`config.mk`:
```
export PLATFORM = sky130hd
export DESIGN_NAME = cfa_cell
export DESIGN_NICKNAME = d
export VERILOG_FILES = /design/src/sv/cfa_cell.sv
export SDC_FILE = /design/constraint.sdc
export NUM_CORES = 1
export LEC_CHECK = 0
export BUFFER_PORTS_ARGS = -buffer_cell sky130_fd_sc_hd__buf_2
export CAP_MARGIN = 10
export CORE_MARGIN = 5
export CORE_UTILIZATION = 50
export DETAILED_ROUTE_END_ITERATION = 12
export MAX_ROUTING_LAYER = met4
export PLACE_DENSITY = 0.91
export SLEW_MARGIN = 20
export SYNTH_ARGS = -nofsm -noshare
export SYNTH_HDL_FRONTEND = slang
export SYNTH_SLANG_ARGS = --single-unit
```
`constraint.sdc`:
```
create_clock -name i_clk -period 4.51 [get_ports i_clk]
set_clock_uncertainty 0.1 [all_clocks]
set_input_delay 0.451 -clock i_clk [delete_from_list [all_inputs] [get_ports i_clk]]
set_output_delay 0.451 -clock i_clk [all_outputs]
set_load 0.02 [all_outputs]
```
`src/sv/cfa_cell.sv`:
```
// One unit of the store: holds a remaining lifetime and passes it to its neighbor.
// Depends on nothing but its ports.
module cfa_cell #(
    parameter int LIFE_BITS = 16
) (
    input  logic                 i_clk,
    input  logic                 i_rst_n,
    input  logic                 i_clear,
    input  logic                 i_wr,
    input  logic [LIFE_BITS-1:0] i_life,
    input  logic                 i_tick,
    input  logic                 i_shift,
    input  logic [LIFE_BITS-1:0] i_from,
    output logic [LIFE_BITS-1:0] o_val
);

    logic [LIFE_BITS-1:0] r_val;

    // Clear wins over a write, a write over a tick, a tick over a shift.
    always_ff @(posedge i_clk) begin
        if (!i_rst_n || i_clear) begin
            r_val <= '0;
        end else if (i_wr) begin
            r_val <= i_life;
        end else if (i_tick) begin
            if (r_val != '0) begin
                r_val <= r_val - 1'b1;
            end
        end else if (i_shift) begin
            r_val <= i_from;
        end
    end

    assign o_val = r_val;

endmodule

```
==> results_tabular.tex <==
\begin{tabular}{lr}
\hline
Metric & Value \\
\hline
\multicolumn{2}{l}{\textbf{Detailed routing}} \\
\quad DR vias & 1416 \\
\quad Routed WL & 3.33 mm \\
\quad Post-route antenna net violation count & 0 \\
\quad Per-cell routed wire length & 14.4 um \\
\quad DRC violations left & 0 \\
\quad Post-detailed-route via-to-cell ratio & 6.10 \\
\quad Number of DRC markers in iteration 0 & 55 \\
\quad First-pass iteration count of the detailed router & 4 \\
\multicolumn{2}{l}{\textbf{Setup path}} \\
\quad Worst Path Max Fanout & 17 \\
\quad Required arrival time at the worst endpoint & 4620 ps \\
\quad Launch instance of the worst register-to-register path & o\_val[0]\$\_SDFFE\_PP0P\_ \\
\quad Launching element of the worst setup path & o\_val[0]\$\_SDFFE\_PP0P\_ \\
\quad Number of buffer and inverter instances along the worst setup path & 1 \\
\quad Worst R2R Path Depth & 7 \\
\quad Worst flop-to-flop path endpoint & o\_val[8]\$\_SDFFE\_PP0P\_ \\
\quad Data arrival, critical path & 2500 ps \\
\quad Start-to-end type of the worst setup path & register to register \\
\quad Reg-to-reg setup timing slack & 2120 ps \\
\quad Cell Chain, Critical Path & inv\_1, ha\_1, or3b\_2, nor3\_1, a21oi\_2, nand2b\_1, o21ai\_0 \\
\quad Peak per-stage delay on the critical path & 640 ps \\
\quad Family with the most delay on the worst path & compound AO/OA/AOI/OAI gates \\
\quad Slowest cell on the critical path & sky130\_fd\_sc\_hd\_\_a21oi\_2 \\
\quad Sort of element at the end of the critical path & register \\
\quad Startpoint type of the worst setup path & register \\
\multicolumn{2}{l}{\textbf{Clock tree}} \\
\quad Insertion delay of the later-clocked pin in the worst-skew pair & 290 ps \\
\quad TritonCTS clock tree & built \\
\quad \# resized after CTS & 0 \\
\quad Number of CTS-inserted buffers & 3 \\
\quad Deepest clock path buffer count & 2 \\
\quad Cts-stage hold buffer count & 0 \\
\quad TritonCTS sink count & 16 \\
\quad Number of buffers inserted by post-CTS setup repair & 0 \\
\quad Total number of H-tree levels & 1 \\
\quad Clock tree root driver cell & sky130\_fd\_sc\_hd\_\_clkbuf\_4 \\
\quad Clock slew at reported path FFs & 90 ps \\
\multicolumn{2}{l}{\textbf{Final layout}} \\
\quad Area growth from synthesis to layout & 21.8\% \\
\quad Count of antenna diodes in the layout & 0 \\
\quad Footprint of the multi-input gates & 827 sq um \\
\quad Number of flip-flops in the largest register & 16 \\
\quad Filler cell count & 216 \\
\quad Area taken by flip-flops and latches & 320 sq um \\
\quad Number of standard cells in the final layout excluding fillers & 232 \\
\quad Nets@finish & 245 \\
\quad Share of the core filled with cells in the final layout & 65.1\% \\
\quad Post-Layout Inst Area & 1480 sq um \\
\quad Fraction of layout instances using a drive strength above 1 & 31.4\% \\
\multicolumn{2}{l}{\textbf{Yosys}} \\
\quad Ys flop type & sky130\_fd\_sc\_hd\_\_dfxtp\_1 \\
\quad Part of the Yosys area used for sequential elements & 26.3\% \\
\quad Average cell area after synthesis & 7.65 sq um \\
\quad Count leader, synth & sky130\_fd\_sc\_hd\_\_nor2\_1 \\
\quad Largest area contributor in the netlist & sky130\_fd\_sc\_hd\_\_dfxtp\_1 \\
\quad Count of flip-flops with a built-in enable after synthesis & 0 \\
\quad Top cells by count, synth & sky130\_fd\_sc\_hd\_\_nor2\_1 (20), sky130\_fd\_sc\_hd\_\_dfxtp\_1 (16), sky130\_fd\_sc\_hd\_\_a21oi\_1 (12), sky130\_fd\_sc\_hd\_\_nand2\_1 (10), sky130\_fd\_sc\_hd\_\_a211oi\_1 (7) \\
\quad Top cells by area, synth & sky130\_fd\_sc\_hd\_\_dfxtp\_1 (26\%), sky130\_fd\_sc\_hd\_\_nor2\_1 (6.2\%), sky130\_fd\_sc\_hd\_\_a21oi\_1 (4.9\%) \\
\quad Number of nets in the synthesized netlist & 198 \\
\quad Portion of synthesized cell area occupied by the leading cell type & 26.3\% \\
\quad Yosys synthesis warning count & 0 \\
\quad Synthesized cell area & 1220 sq um \\
\quad Distinct cell type count after synthesis & 46 \\
\quad Gate count after technology mapping & 159 \\
\quad FF+latch count, synth & 16 \\
\quad Synth async-reset ratio & 0\% \\
\multicolumn{2}{l}{\textbf{Floorplan}} \\
\quad Placeable core region & 2280 sq um \\
\quad Starting density of the core & 53.4\% \\
\quad DIE HEIGHT & 59.3 um \\
\quad DIE WIDTH & 59.3 um \\
\quad Site row count & 17 \\
\quad I/O pin cnt & 54 \\
\quad Die area & 3520 sq um \\
\multicolumn{2}{l}{\textbf{Place}} \\
\quad Total instance count after detailed placement & 229 \\
\quad Area post-placement & 1460 sq um \\
\quad Estimated wirelength of the detail-placed design & 2.54 mm \\
\quad I/O Buffers & 53 \\
\quad Placer's final routability congestion estimate & 0.807 \\
\quad Minimum setup slack after placement & 2120 ps \\
\multicolumn{2}{l}{\textbf{Timing}} \\
\quad Max-slew violations & 0 \\
\quad Final period util & 52.9\% \\
\quad Highest Clock Rate & 419 MHz \\
\quad Worst slew margin & 48.3\% \\
\quad Worst Setup Slack, final & 2120 ps \\
\quad Final Hold Slack & 333 ps \\
\quad RSZ-0062 raised after global routing & false \\
\quad Count of endpoints failing setup in the final report & 0 \\
\quad Number of hold violations in the final report & 0 \\
\quad Summed negative setup slack over all endpoints & 0 ps \\
\quad Shortest clock period the worst path allows after layout & 2390 ps \\
\quad Slew @ Worst Pin & 775 ps \\
\multicolumn{2}{l}{\textbf{Global routing}} \\
\quad Pin count of the biggest net entering global routing & 38 \\
\quad Final global-route overflow total & 0 \\
\quad Vias in the first global route & 1245 \\
\quad GRT Util Overall & 19.3\% \\
\quad Antenna violations before repair & 0 \\
\quad Global-route wire length before repair & 5.26 mm \\
\multicolumn{2}{l}{\textbf{Power}} \\
\quad Overall power consumption & 0.393 mW \\
\quad Leakage power total & 0.658 nW \\
\quad P per Cell Area & 265 nW/um\^{}2 \\
\quad Largest voltage drop on the vdd net & 0.241 mV \\
\multicolumn{2}{l}{\textbf{Worst hold path}} \\
\quad Hold Crit Endpoint & o\_val[7]\$\_SDFFE\_PP0P\_ \\
\quad Start point of the worst hold path & i\_life[7] \\
\quad Classification of the worst-slack hold path & primary input to register \\
\quad Cell depth of the worst min-delay path & 3 \\
\multicolumn{2}{l}{\textbf{Status}} \\
\quad Result of the run & finished, final reports clean \\
\multicolumn{2}{l}{\textbf{Flow run}} \\
\quad Max capacitance violation total & 0 \\
\hline
\end{tabular}
## layer usage
metal	track usage [%]	wire (um)	vias up	part of all wire [%]
met4	3.88	22	0	0.66
met1	23.8	1380	641	41
met5	-	0	-	0
met2	32.0	1610	76	48
met3	4.58	325	4	9.7
li1	-	-	695	-
## worst reg2reg max path, stage by stage, from the launching register on
cell and delay (ps):
sky130_fd_sc_hd__dfxtp_1 430, sky130_fd_sc_hd__inv_1 90, sky130_fd_sc_hd__ha_1 240, sky130_fd_sc_hd__or3b_2 220, sky130_fd_sc_hd__nor3_1 60, sky130_fd_sc_hd__a21oi_2 640, sky130_fd_sc_hd__nand2b_1 280, sky130_fd_sc_hd__o21ai_0 250
## where the power goes
part           internal (mW)  switching (mW)
Combinational         0.0649          0.0868
Clock                 0.0311          0.0467
Sequential             0.150          0.0130
Total                  0.246           0.147
## placed cells by master, fill, tap and decap left out, types with 4 or more instances in the layout
master                     netlist  final
sky130_fd_sc_hd__a21oi_1        12     12
sky130_fd_sc_hd__nor3_1          6      6
sky130_fd_sc_hd__o211ai_1        4      4
sky130_fd_sc_hd__o21ai_1         4      4
sky130_fd_sc_hd__o21ai_0         6      6
sky130_fd_sc_hd__nor4_1          5      5
sky130_fd_sc_hd__buf_2           4     53
sky130_fd_sc_hd__or3_1           4      4
sky130_fd_sc_hd__a211oi_1        7      7
sky130_fd_sc_hd__nand2_1        10     10
sky130_fd_sc_hd__nor2_1         20     20
sky130_fd_sc_hd__dfxtp_1        16     16
sky130_fd_sc_hd__nand4_1         4      4
sky130_fd_sc_hd__mux2i_1         4      4
sky130_fd_sc_hd__nand2b_1        5      5
## logic make-up after synthesis
kind of cell / Yosys count / share of synthesized area, %
DFF: 16 / 26.3
adders and majority gates: 1 / 1.03
buffers and inverters: 14 / 5.66
muxes: 4 / 3.29
xor gates and xnor gates: 3 / 2.16
and+or+nand+nor: 66 / 29.4
AOI/OAI and AO/OA: 55 / 32.1
## worst max path at each step
stage	to	slack, ps	cells after the start
floorplan	o_val[7]$_SDFFE_PP0P_	2460	7
global placement	o_val[11]$_SDFFE_PP0P_	2200	5
detailed placement	o_val[8]$_SDFFE_PP0P_	2120	5
CTS	o_val[8]$_SDFFE_PP0P_	2120	7
global route	o_val[8]$_SDFFE_PP0P_	1930	7
finish	o_val[8]$_SDFFE_PP0P_	2120	7
## layout make-up
cell class | count | share of cell area (%)
multi-input combinational | 129 | 55.8
sequential | 16 | 21.6
timing repair buffer | 53 | 17.9
tap | 28 | 2.36
clock buffer | 3 | 1.52
inverter | 3 | 0.760
Note: power is estimated with default switching activity, not from simulation.
