`src/sv/cfa_pkg.sv`:
```
// Shared types and codes for the contiguous fit allocator.
// No dependencies; cfa_runs and contiguous_fit_allocator import this package.
package cfa_pkg;

    // Default geometry of the unit store.
    localparam int DEF_MEM_UNITS = 256;
    localparam int DEF_LIFE_BITS = 16;

    // Width that holds any unit index or run length up to 65536.
    localparam int RUN_BITS = 17;

    // Action codes.
    localparam logic [1:0] ACT_ALLOC = 2'd0;
    localparam logic [1:0] ACT_TICK  = 2'd1;
    localparam logic [1:0] ACT_CLEAR = 2'd2;
    localparam logic [1:0] ACT_QUERY = 2'd3;

    // Placement strategies; the last code is unused and an allocate with it fails.
    localparam logic [1:0] STR_BEST  = 2'd0;
    localparam logic [1:0] STR_FIRST = 2'd1;
    localparam logic [1:0] STR_NEXT  = 2'd2;
    localparam logic [1:0] STR_NONE  = 2'd3;

    // Count limits.
    localparam logic [8:0] PROBE_MAX = 9'd511;
    localparam logic [7:0] FRAG_MAX  = 8'd255;

    // A free run that closed in this cycle.
    typedef struct packed {
        logic                close;
        logic [RUN_BITS-1:0] start;
        logic [RUN_BITS-1:0] len;
    } t_run;

endpackage

```
`src/sv/cfa_runs.sv`:
```
// Free run detector: follows the head of the cell ring and reports each closed run.
// Depends on cfa_pkg for the run word type.
module cfa_runs #(
    parameter int MEM_UNITS = 256
) (
    input  logic                              i_clk,
    input  logic                              i_rst_n,
    input  logic                              i_init,
    input  logic                              i_en,
    input  logic                              i_free,
    input  logic                              i_brk,
    input  logic [$clog2(MEM_UNITS+1)-1:0]    i_pos,
    output cfa_pkg::t_run                     o_run
);
    import cfa_pkg::*;

    localparam int LW = $clog2(MEM_UNITS + 1);

    logic          r_in_run;
    logic [LW-1:0] r_start;
    logic [LW-1:0] r_len;

    // A run closes on a busy unit, at the window edge, or past the top.
    always_comb begin
        o_run.close = i_en && r_in_run && (!i_free || i_brk);
        o_run.start = RUN_BITS'(r_start);
        o_run.len   = RUN_BITS'(r_len);
    end

    always_ff @(posedge i_clk) begin
        if (!i_rst_n || i_init) begin
            r_in_run <= 1'b0;
        end else if (i_en) begin
            r_in_run <= i_free;
        end
    end

    // Start and length of the open run.
    always_ff @(posedge i_clk) begin
        if (i_en && i_free) begin
            if (!r_in_run || i_brk) begin
                r_start <= i_pos;
                r_len   <= LW'(1);
            end else begin
                r_len   <= r_len + 1'b1;
            end
        end
    end

endmodule

```
`config.mk`:
```
export PLATFORM = sky130hd
export DESIGN_NAME = cfa_runs
export DESIGN_NICKNAME = d
export VERILOG_FILES = /design/src/sv/cfa_pkg.sv /design/src/sv/cfa_runs.sv
export SDC_FILE = /design/constraint.sdc
export NUM_CORES = 1
export LEC_CHECK = 0
export ABC_AREA = 1
export BUFFER_PORTS_ARGS = -buffer_cell sky130_fd_sc_hd__clkbuf_2
export CAP_MARGIN = 20
export CORE_ASPECT_RATIO = 2
export CORE_MARGIN = 2
export CORE_UTILIZATION = 35
export DETAILED_ROUTE_END_ITERATION = 10
export SLEW_MARGIN = 20
export SYNTH_ARGS = -nofsm -noshare
export SYNTH_HDL_FRONTEND = slang
export SYNTH_SLANG_ARGS = --single-unit
```
`constraint.sdc`:
```
create_clock -name i_clk -period 1.8 [get_ports i_clk]
set_input_delay 0.09 -clock i_clk [delete_from_list [all_inputs] [get_ports i_clk]]
set_output_delay 0.09 -clock i_clk [all_outputs]
set_load 0.05 [all_outputs]
```
==> impl_metrics.yaml, run 1 <==
clock_network:
  cts_post_setup_buffers_inserted: 0
  ctsLongestPathBuffers: 2
  cts_repair_resize_count: 0
  clk_transition_reported_paths_ps: 70
  tritoncts: "built"
  insertion_delay_ps: 260
  ctsRootBufferMaster: "sky130_fd_sc_hd__clkbuf_8"
  cts_made_buffers: 3
  cts_max_level: 1
  cts.sink_count: 19
global_route:
  gr-total-overflow: 0
  pin_count_of_the_biggest_net_entering_global_routing: 11
  grt_pass1_vias: 599
  overall_global_routing_usage_pct: 13.1
  grt_antenna_before_repair: 0
  grt_first_pass_wirelength_mm: 2.68
place:
  buffer_ports.inserted: 33
  dp_hpwl_mm: 1.40
  place_congestion: 0.830
drt:
  route.vias.total: 680
  avgRoutedWirePerCell_um: 11.0
  drcViolationCount: 0
  detail_route.wirelength_mm: 1.74
  first_iter_violations: 33
  via_per_instance_ratio: 4.30
  ant_nets: 0
  detailedRoute.firstPassIterationCount: 4
worst_setup_path:
  worstPathArrival_ps: 1250
  critical_path.endpoint: "o_run[34]"
  crit_path_start: "r_in_run"
  timing.reg2reg.worst_path_depth: 5
  reg2reg_to: "r_len[8]"
  timing.rr.start: "r_len[0]"
  critPathMaxFanout: 3
  cp.required_ps: 1710
  critPathCaptureType: "output pin"
  crit_type: "reg -> out"
  worstSetupStartpointType: "flip-flop"
  worst-r2r-setup-slack_ps: 470
timing:
  timing.setup.tns_ps: 0
  rsz0062_at_grt: "no"
  clock-skew-final_ps: 0.555
  period_minus_slack_ps: 1340
  timing.final.hold_violations: 0
  fmax_ghz: 0.746
  final_number_of_max_transition_violations: 0
  min_period_over_period_pct: 74.4
  setup_viol: 0
synth:
  synth.yosys.seq_area_share_pct: 60.0
  synthesized_flop_and_latch_total: 19
  post_synth_inst_count: 90
  yosysWarningCount: 0
  yosysUniqueCellTypes: 15
  synth_area_um2: 935
  avg_cell_area_syn_um2: 10.4
power_and_ir_drop:
  share_comb_of_total_power_pct: 19.0
  power.sequential.fraction_pct: 51.4
  power_switching_mw: 0.302
  cellInternalPower_mw: 0.691
  cellLeakagePower_nw: 0.534
  pwr_per_cell_area_nw_per_um2: 860
  ir_worst_vdd_uv: 411
  share_of_power_burned_in_the_clock_network_pct: 29.5
  power_switching_share_pct: 30.4
final_layout:
  final_layout_size_suffix_gt1_share_pct: 30.0
  layout.nets: 147
  antenna-diode-count: 0
  multiInputGateArea_um2: 280
  utilization_pct: 45.5
  regArea_um2: 561
  layout.filler_cells: 257
  syn_to_final_growth_pct: 23.4
run_status:
  status: "complete, no violations"
floorplanning:
  io_pins: 50
  design.core.area_um2: 2540
  rows: 26
  floorplan.die.height_um: 77.1
  die_x_um: 40.5
  start_util_pct: 36.8
  die_area_um2: 3120
run:
  drv_cap: 0
min_path:
  min_path_type: "in -> reg"
## metal layers
metal  up-vias  track usage, %  wire length [um]
li1        344               -                 -
met1       301            12.0               551
met2        31            21.7              1010
met3         4            2.60               119
met4         0            11.0                59
met5         -               0                 0
## metrics by stage
| stage | hold WS, ps | worst slack [ps] | total power [mW] | std cells | instance area (um2) |
|---|---|---|---|---|---|
| floorplan | 168 | 81.9 | 0.693 | 105 | 991 |
| global placement | 255 | 538 | 0.703 | 151 | 1080 |
| detailed placement | 256 | 482 | 0.705 | 151 | 1080 |
| CTS | 3.11 | 448 | 1.00 | 156 | 1130 |
| global route | 0.959 | 379 | 1.03 | 158 | 1150 |
| finish | 7.54 | 460 | 0.992 | 158 | 1150 |
## what timing repair did
item,4_1_cts,5_1_grt
hold buffers,1,2
endpoints found under the hold margin,1,2
setup endpoints to repair,0,0
## placed cells by master (no fill, tap or decap), types with 2 or more instances in the layout
master / instances
sky130_fd_sc_hd__a21oi_1: 5
sky130_fd_sc_hd__clkbuf_2: 33
sky130_fd_sc_hd__clkbuf_8: 3
sky130_fd_sc_hd__conb_1: 16
sky130_fd_sc_hd__dlygate4sd3_1: 3
sky130_fd_sc_hd__edfxtp_1: 18
sky130_fd_sc_hd__inv_1: 8
sky130_fd_sc_hd__nand2_1: 15
sky130_fd_sc_hd__nand3_1: 4
sky130_fd_sc_hd__nor2_1: 15
sky130_fd_sc_hd__o21ai_0: 2
## worst min path at each step
stage | startpoint | end | slack [ps] | cells past startpoint
after detailed placement | i_init | r_in_run | 260 | 2
after global placement | i_init | r_in_run | 250 | 2
after global routing | i_pos[7] | r_start[7] | 1 | 1
after CTS | i_pos[4] | r_start[4] | 3 | 1
final | i_pos[0] | r_start[0] | 8 | 1
after floorplan | i_init | r_in_run | 170 | 1
## critical path, stage by stage (launching register included)
cell and delay (ps):
sky130_fd_sc_hd__dfxtp_1 350, sky130_fd_sc_hd__inv_1 110, sky130_fd_sc_hd__a211oi_1 230, sky130_fd_sc_hd__clkbuf_2 310
## cell families (layout without fill, tap and decap cells)
kind of cell / count (synthesis) / after routing / synth area share (%)
simple gates: 37 / 37 / 17.7
fa+ha+maj: 1 / 1 / 1.34
other cells: 1 / 16 / 0.401
compound gates: 8 / 8 / 4.55
flops: 19 / 19 / 60.0
buf+inv: 24 / 49 / 16.1
## power by group through the flow
stage / registers (mW) / logic, mW / clock network (mW)
floorplan: 0.570 / 0.122 / 0
global placement: 0.520 / 0.183 / 0
detailed placement: 0.520 / 0.184 / 0
CTS: 0.511 / 0.186 / 0.305
global route: 0.513 / 0.201 / 0.320
finish: 0.510 / 0.189 / 0.293
## Yosys cell counts, drive strengths merged
cell type / number / share of area [%]
edfxtp: 18 / 58
buf: 16 / 13
nor2: 16 / 8.2
nand2: 15 / 6.0
inv: 8 / 3.2
a21oi: 5 / 2.7
nand3: 4 / 2.1
o21ai: 2 / 1.1
a211oi: 1 / 0.80
and3: 1 / 0.80
conb: 1 / 0.40
dfxtp: 1 / 2.1
ha: 1 / 1.3
nor3: 1 / 0.53
## final cells by class
type	instances	share of cell area, %
inverters	8	2.60
multi-input cells	62	24.3
clock buffers	4	3.90
well taps	28	3.04
repair buffers	37	17.6
flip-flops and latches	19	48.6
## sequential cells by signal (all words and copies together), names as in the netlist
name and cells:
r_in_run 1, r_len 9, r_start 9
No activity file was read; power rests on OpenSTA's default activity.
==> run 2: changes to the inputs <==
--- a/config.mk
+++ b/config.mk
@@ -12,6 +12,7 @@
 export CORE_MARGIN = 2
 export CORE_UTILIZATION = 35
 export DETAILED_ROUTE_END_ITERATION = 10
+export PLACE_DENSITY = 0.67
 export SLEW_MARGIN = 20
 export SYNTH_ARGS = -nofsm -noshare
 export SYNTH_HDL_FRONTEND = slang
==> constraint.sdc (replaced) <==
create_clock -name i_clk -period 1.1 [get_ports i_clk]
set_input_delay 0.055 -clock i_clk [delete_from_list [all_inputs] [get_ports i_clk]]
set_output_delay 0.055 -clock i_clk [all_outputs]
set_load 0.05 [all_outputs]
==> impl_metrics.yaml, run 2 (synthesis gave the netlist of run 1 again) <==
run_status:
  status: "finished, violations left"
  violations_in_the_final_reports: "setup timing"
clock_network:
  cts.sink_count: 19
  cts_made_buffers: 3
  ctsRootBufferMaster: "sky130_fd_sc_hd__clkbuf_8"
  cts_max_level: 1
  clk_transition_reported_paths_ps: 80
  insertion_delay_ps: 260
  tritoncts: "built"
  ctsLongestPathBuffers: 2
timing:
  timing.final.hold_violations: 0
  clock-skew-final_ps: 9.40
  period_minus_slack_ps: 1220
  rsz0062_at_grt: "yes"
  worst_slack_ps: -124
  fmax_ghz: 0.817
  final_number_of_max_transition_violations: 0
  setup_viol: 9
  min_period_over_period_pct: 111
  timing.setup.tns_ps: -492
worst_setup_path:
  crit_type: "reg -> reg"
  worstSetupStartpointType: "flip-flop"
  timing.reg2reg.worst_path_depth: 6
  cp.required_ps: 1120
  critPathCaptureType: "flip-flop"
  worstPathArrival_ps: 1250
  critPathMaxFanout: 3
final_layout:
  layout.cells.most_common_list: "28 x sky130_fd_sc_hd__clkbuf_2, 18 x sky130_fd_sc_hd__edfxtp_1, 16 x sky130_fd_sc_hd__conb_1"
  layout.nets: 163
  leading_cell_type_in_the_layout_fill_and_taps_excluded: "sky130_fd_sc_hd__clkbuf_2"
  regArea_um2: 562
  final_layout_size_suffix_gt1_share_pct: 46.6
  instances_no_fill: 174
  syn_to_final_growth_pct: 54.5
  multiInputGateArea_um2: 382
  largestRegisters: "r_len (9), r_start (9), r_in_run (1)"
  antenna-diode-count: 0
  finalInstanceArea_um2: 1440
  layout.filler_cells: 229
place:
  place_congestion: 0.788
  buffer_ports.inserted: 33
  dp_hpwl_mm: 1.43
  placed_cells: 156
  detailed_place.area_um2: 1130
global_route:
  grt_pass1_vias: 689
  gr-total-overflow: 0
  overall_global_routing_usage_pct: 12.3
  pin_count_of_the_biggest_net_entering_global_routing: 12
  grt_antenna_before_repair: 0
  grt_first_pass_wirelength_mm: 2.75
drt:
  detailedRoute.firstPassIterationCount: 4
  ant_nets: 0
  avgRoutedWirePerCell_um: 12.4
  first_iter_violations: 17
  via_per_instance_ratio: 4.36
  route.vias.total: 759
  drcViolationCount: 0
  detail_route.wirelength_mm: 2.15
power_and_ir_drop:
  cellLeakagePower_nw: 0.639
  ir_worst_vdd_uv: 662
  pwr_per_cell_area_nw_per_um2: 1180
  report.power.total_mw: 1.70
floorplanning:
  start_util_pct: 36.8
  io_pins: 50
  die_area_um2: 3120
  floorplan.die.height_um: 77.1
  rows: 26
  die_x_um: 40.5
  design.core.area_um2: 2540
min_path:
  min_path_type: "in -> reg"
  hold_depth: 3
run:
  drv_cap: 0
-- run 2: cell types whose count changed in the layout (fill, tap and decap cells not counted), sizes merged --
| cell | change |
|---|---|
| dlygate4sd3 | +7 |
| clkbuf | -5 |
| clkinv | +1 |
| buf | +13 |
-- run 2: timing repair --
action	4_1_cts	5_1_grt
endpoints found under the setup margin	17	12
gates cloned	0	0
hold buffers	10	0
resized for setup	18	24
endpoints found under the hold margin	10	0
setup buffers	0	4
pin swaps	5	8
-- run 2: worst paths after layout --
kind | slack [ps] | end | from
worst max-delay path | -120 | r_len[8] | r_len[1]
worst min-delay path | 2 | r_in_run | i_rst_n
worst max register to register | -120 | r_len[8] | r_len[1]
worst min register to register | 620 | r_len[0] | r_in_run
-- run 2: final cells by class --
cell class                 instances  area share (%)
inverter                           8            2.25
clock buffer                       3            2.86
clock inverter                     1           0.347
timing repair buffer              53            26.8
sequential                        19            38.9
tap                               28            2.43
multi-input combinational         62            26.4
-- run 2: metrics by stage --
stage,hold slack (ps),setup slack [ps],utilization [%]
floorplan,133,-497,-
global placement,225,-100,44.6
detailed placement,232,-120,44.6
CTS,3.96,-93.1,52.3
global route,2.87,-170,56.9
finish,2.03,-124,56.9
-- run 2: routing by layer --
layer / global-route usage [%] / part of all wire (%) / vias to the layer above
met5: 0 / 0 / -
met4: 5.00 / 1.2 / 0
met3: 2.02 / 7.5 / 4
met2: 22.2 / 54 / 45
met1: 12.4 / 37 / 335
li1: - / - / 375
-- run 2: report_power, final --
group	internal (mW)	switching (mW)
clock network	0.252	0.237
registers	0.819	0.0163
logic	0.0957	0.280
total	1.17	0.533
-- run 2: worst max-delay path: stages (launching register included) --
cell	delay (ps)
sky130_fd_sc_hd__edfxtp_1	430
sky130_fd_sc_hd__ha_4	190
sky130_fd_sc_hd__nand2_4	60
sky130_fd_sc_hd__nor2_4	130
sky130_fd_sc_hd__nand3_2	70
sky130_fd_sc_hd__nand2_1	60
sky130_fd_sc_hd__nor2_1	40
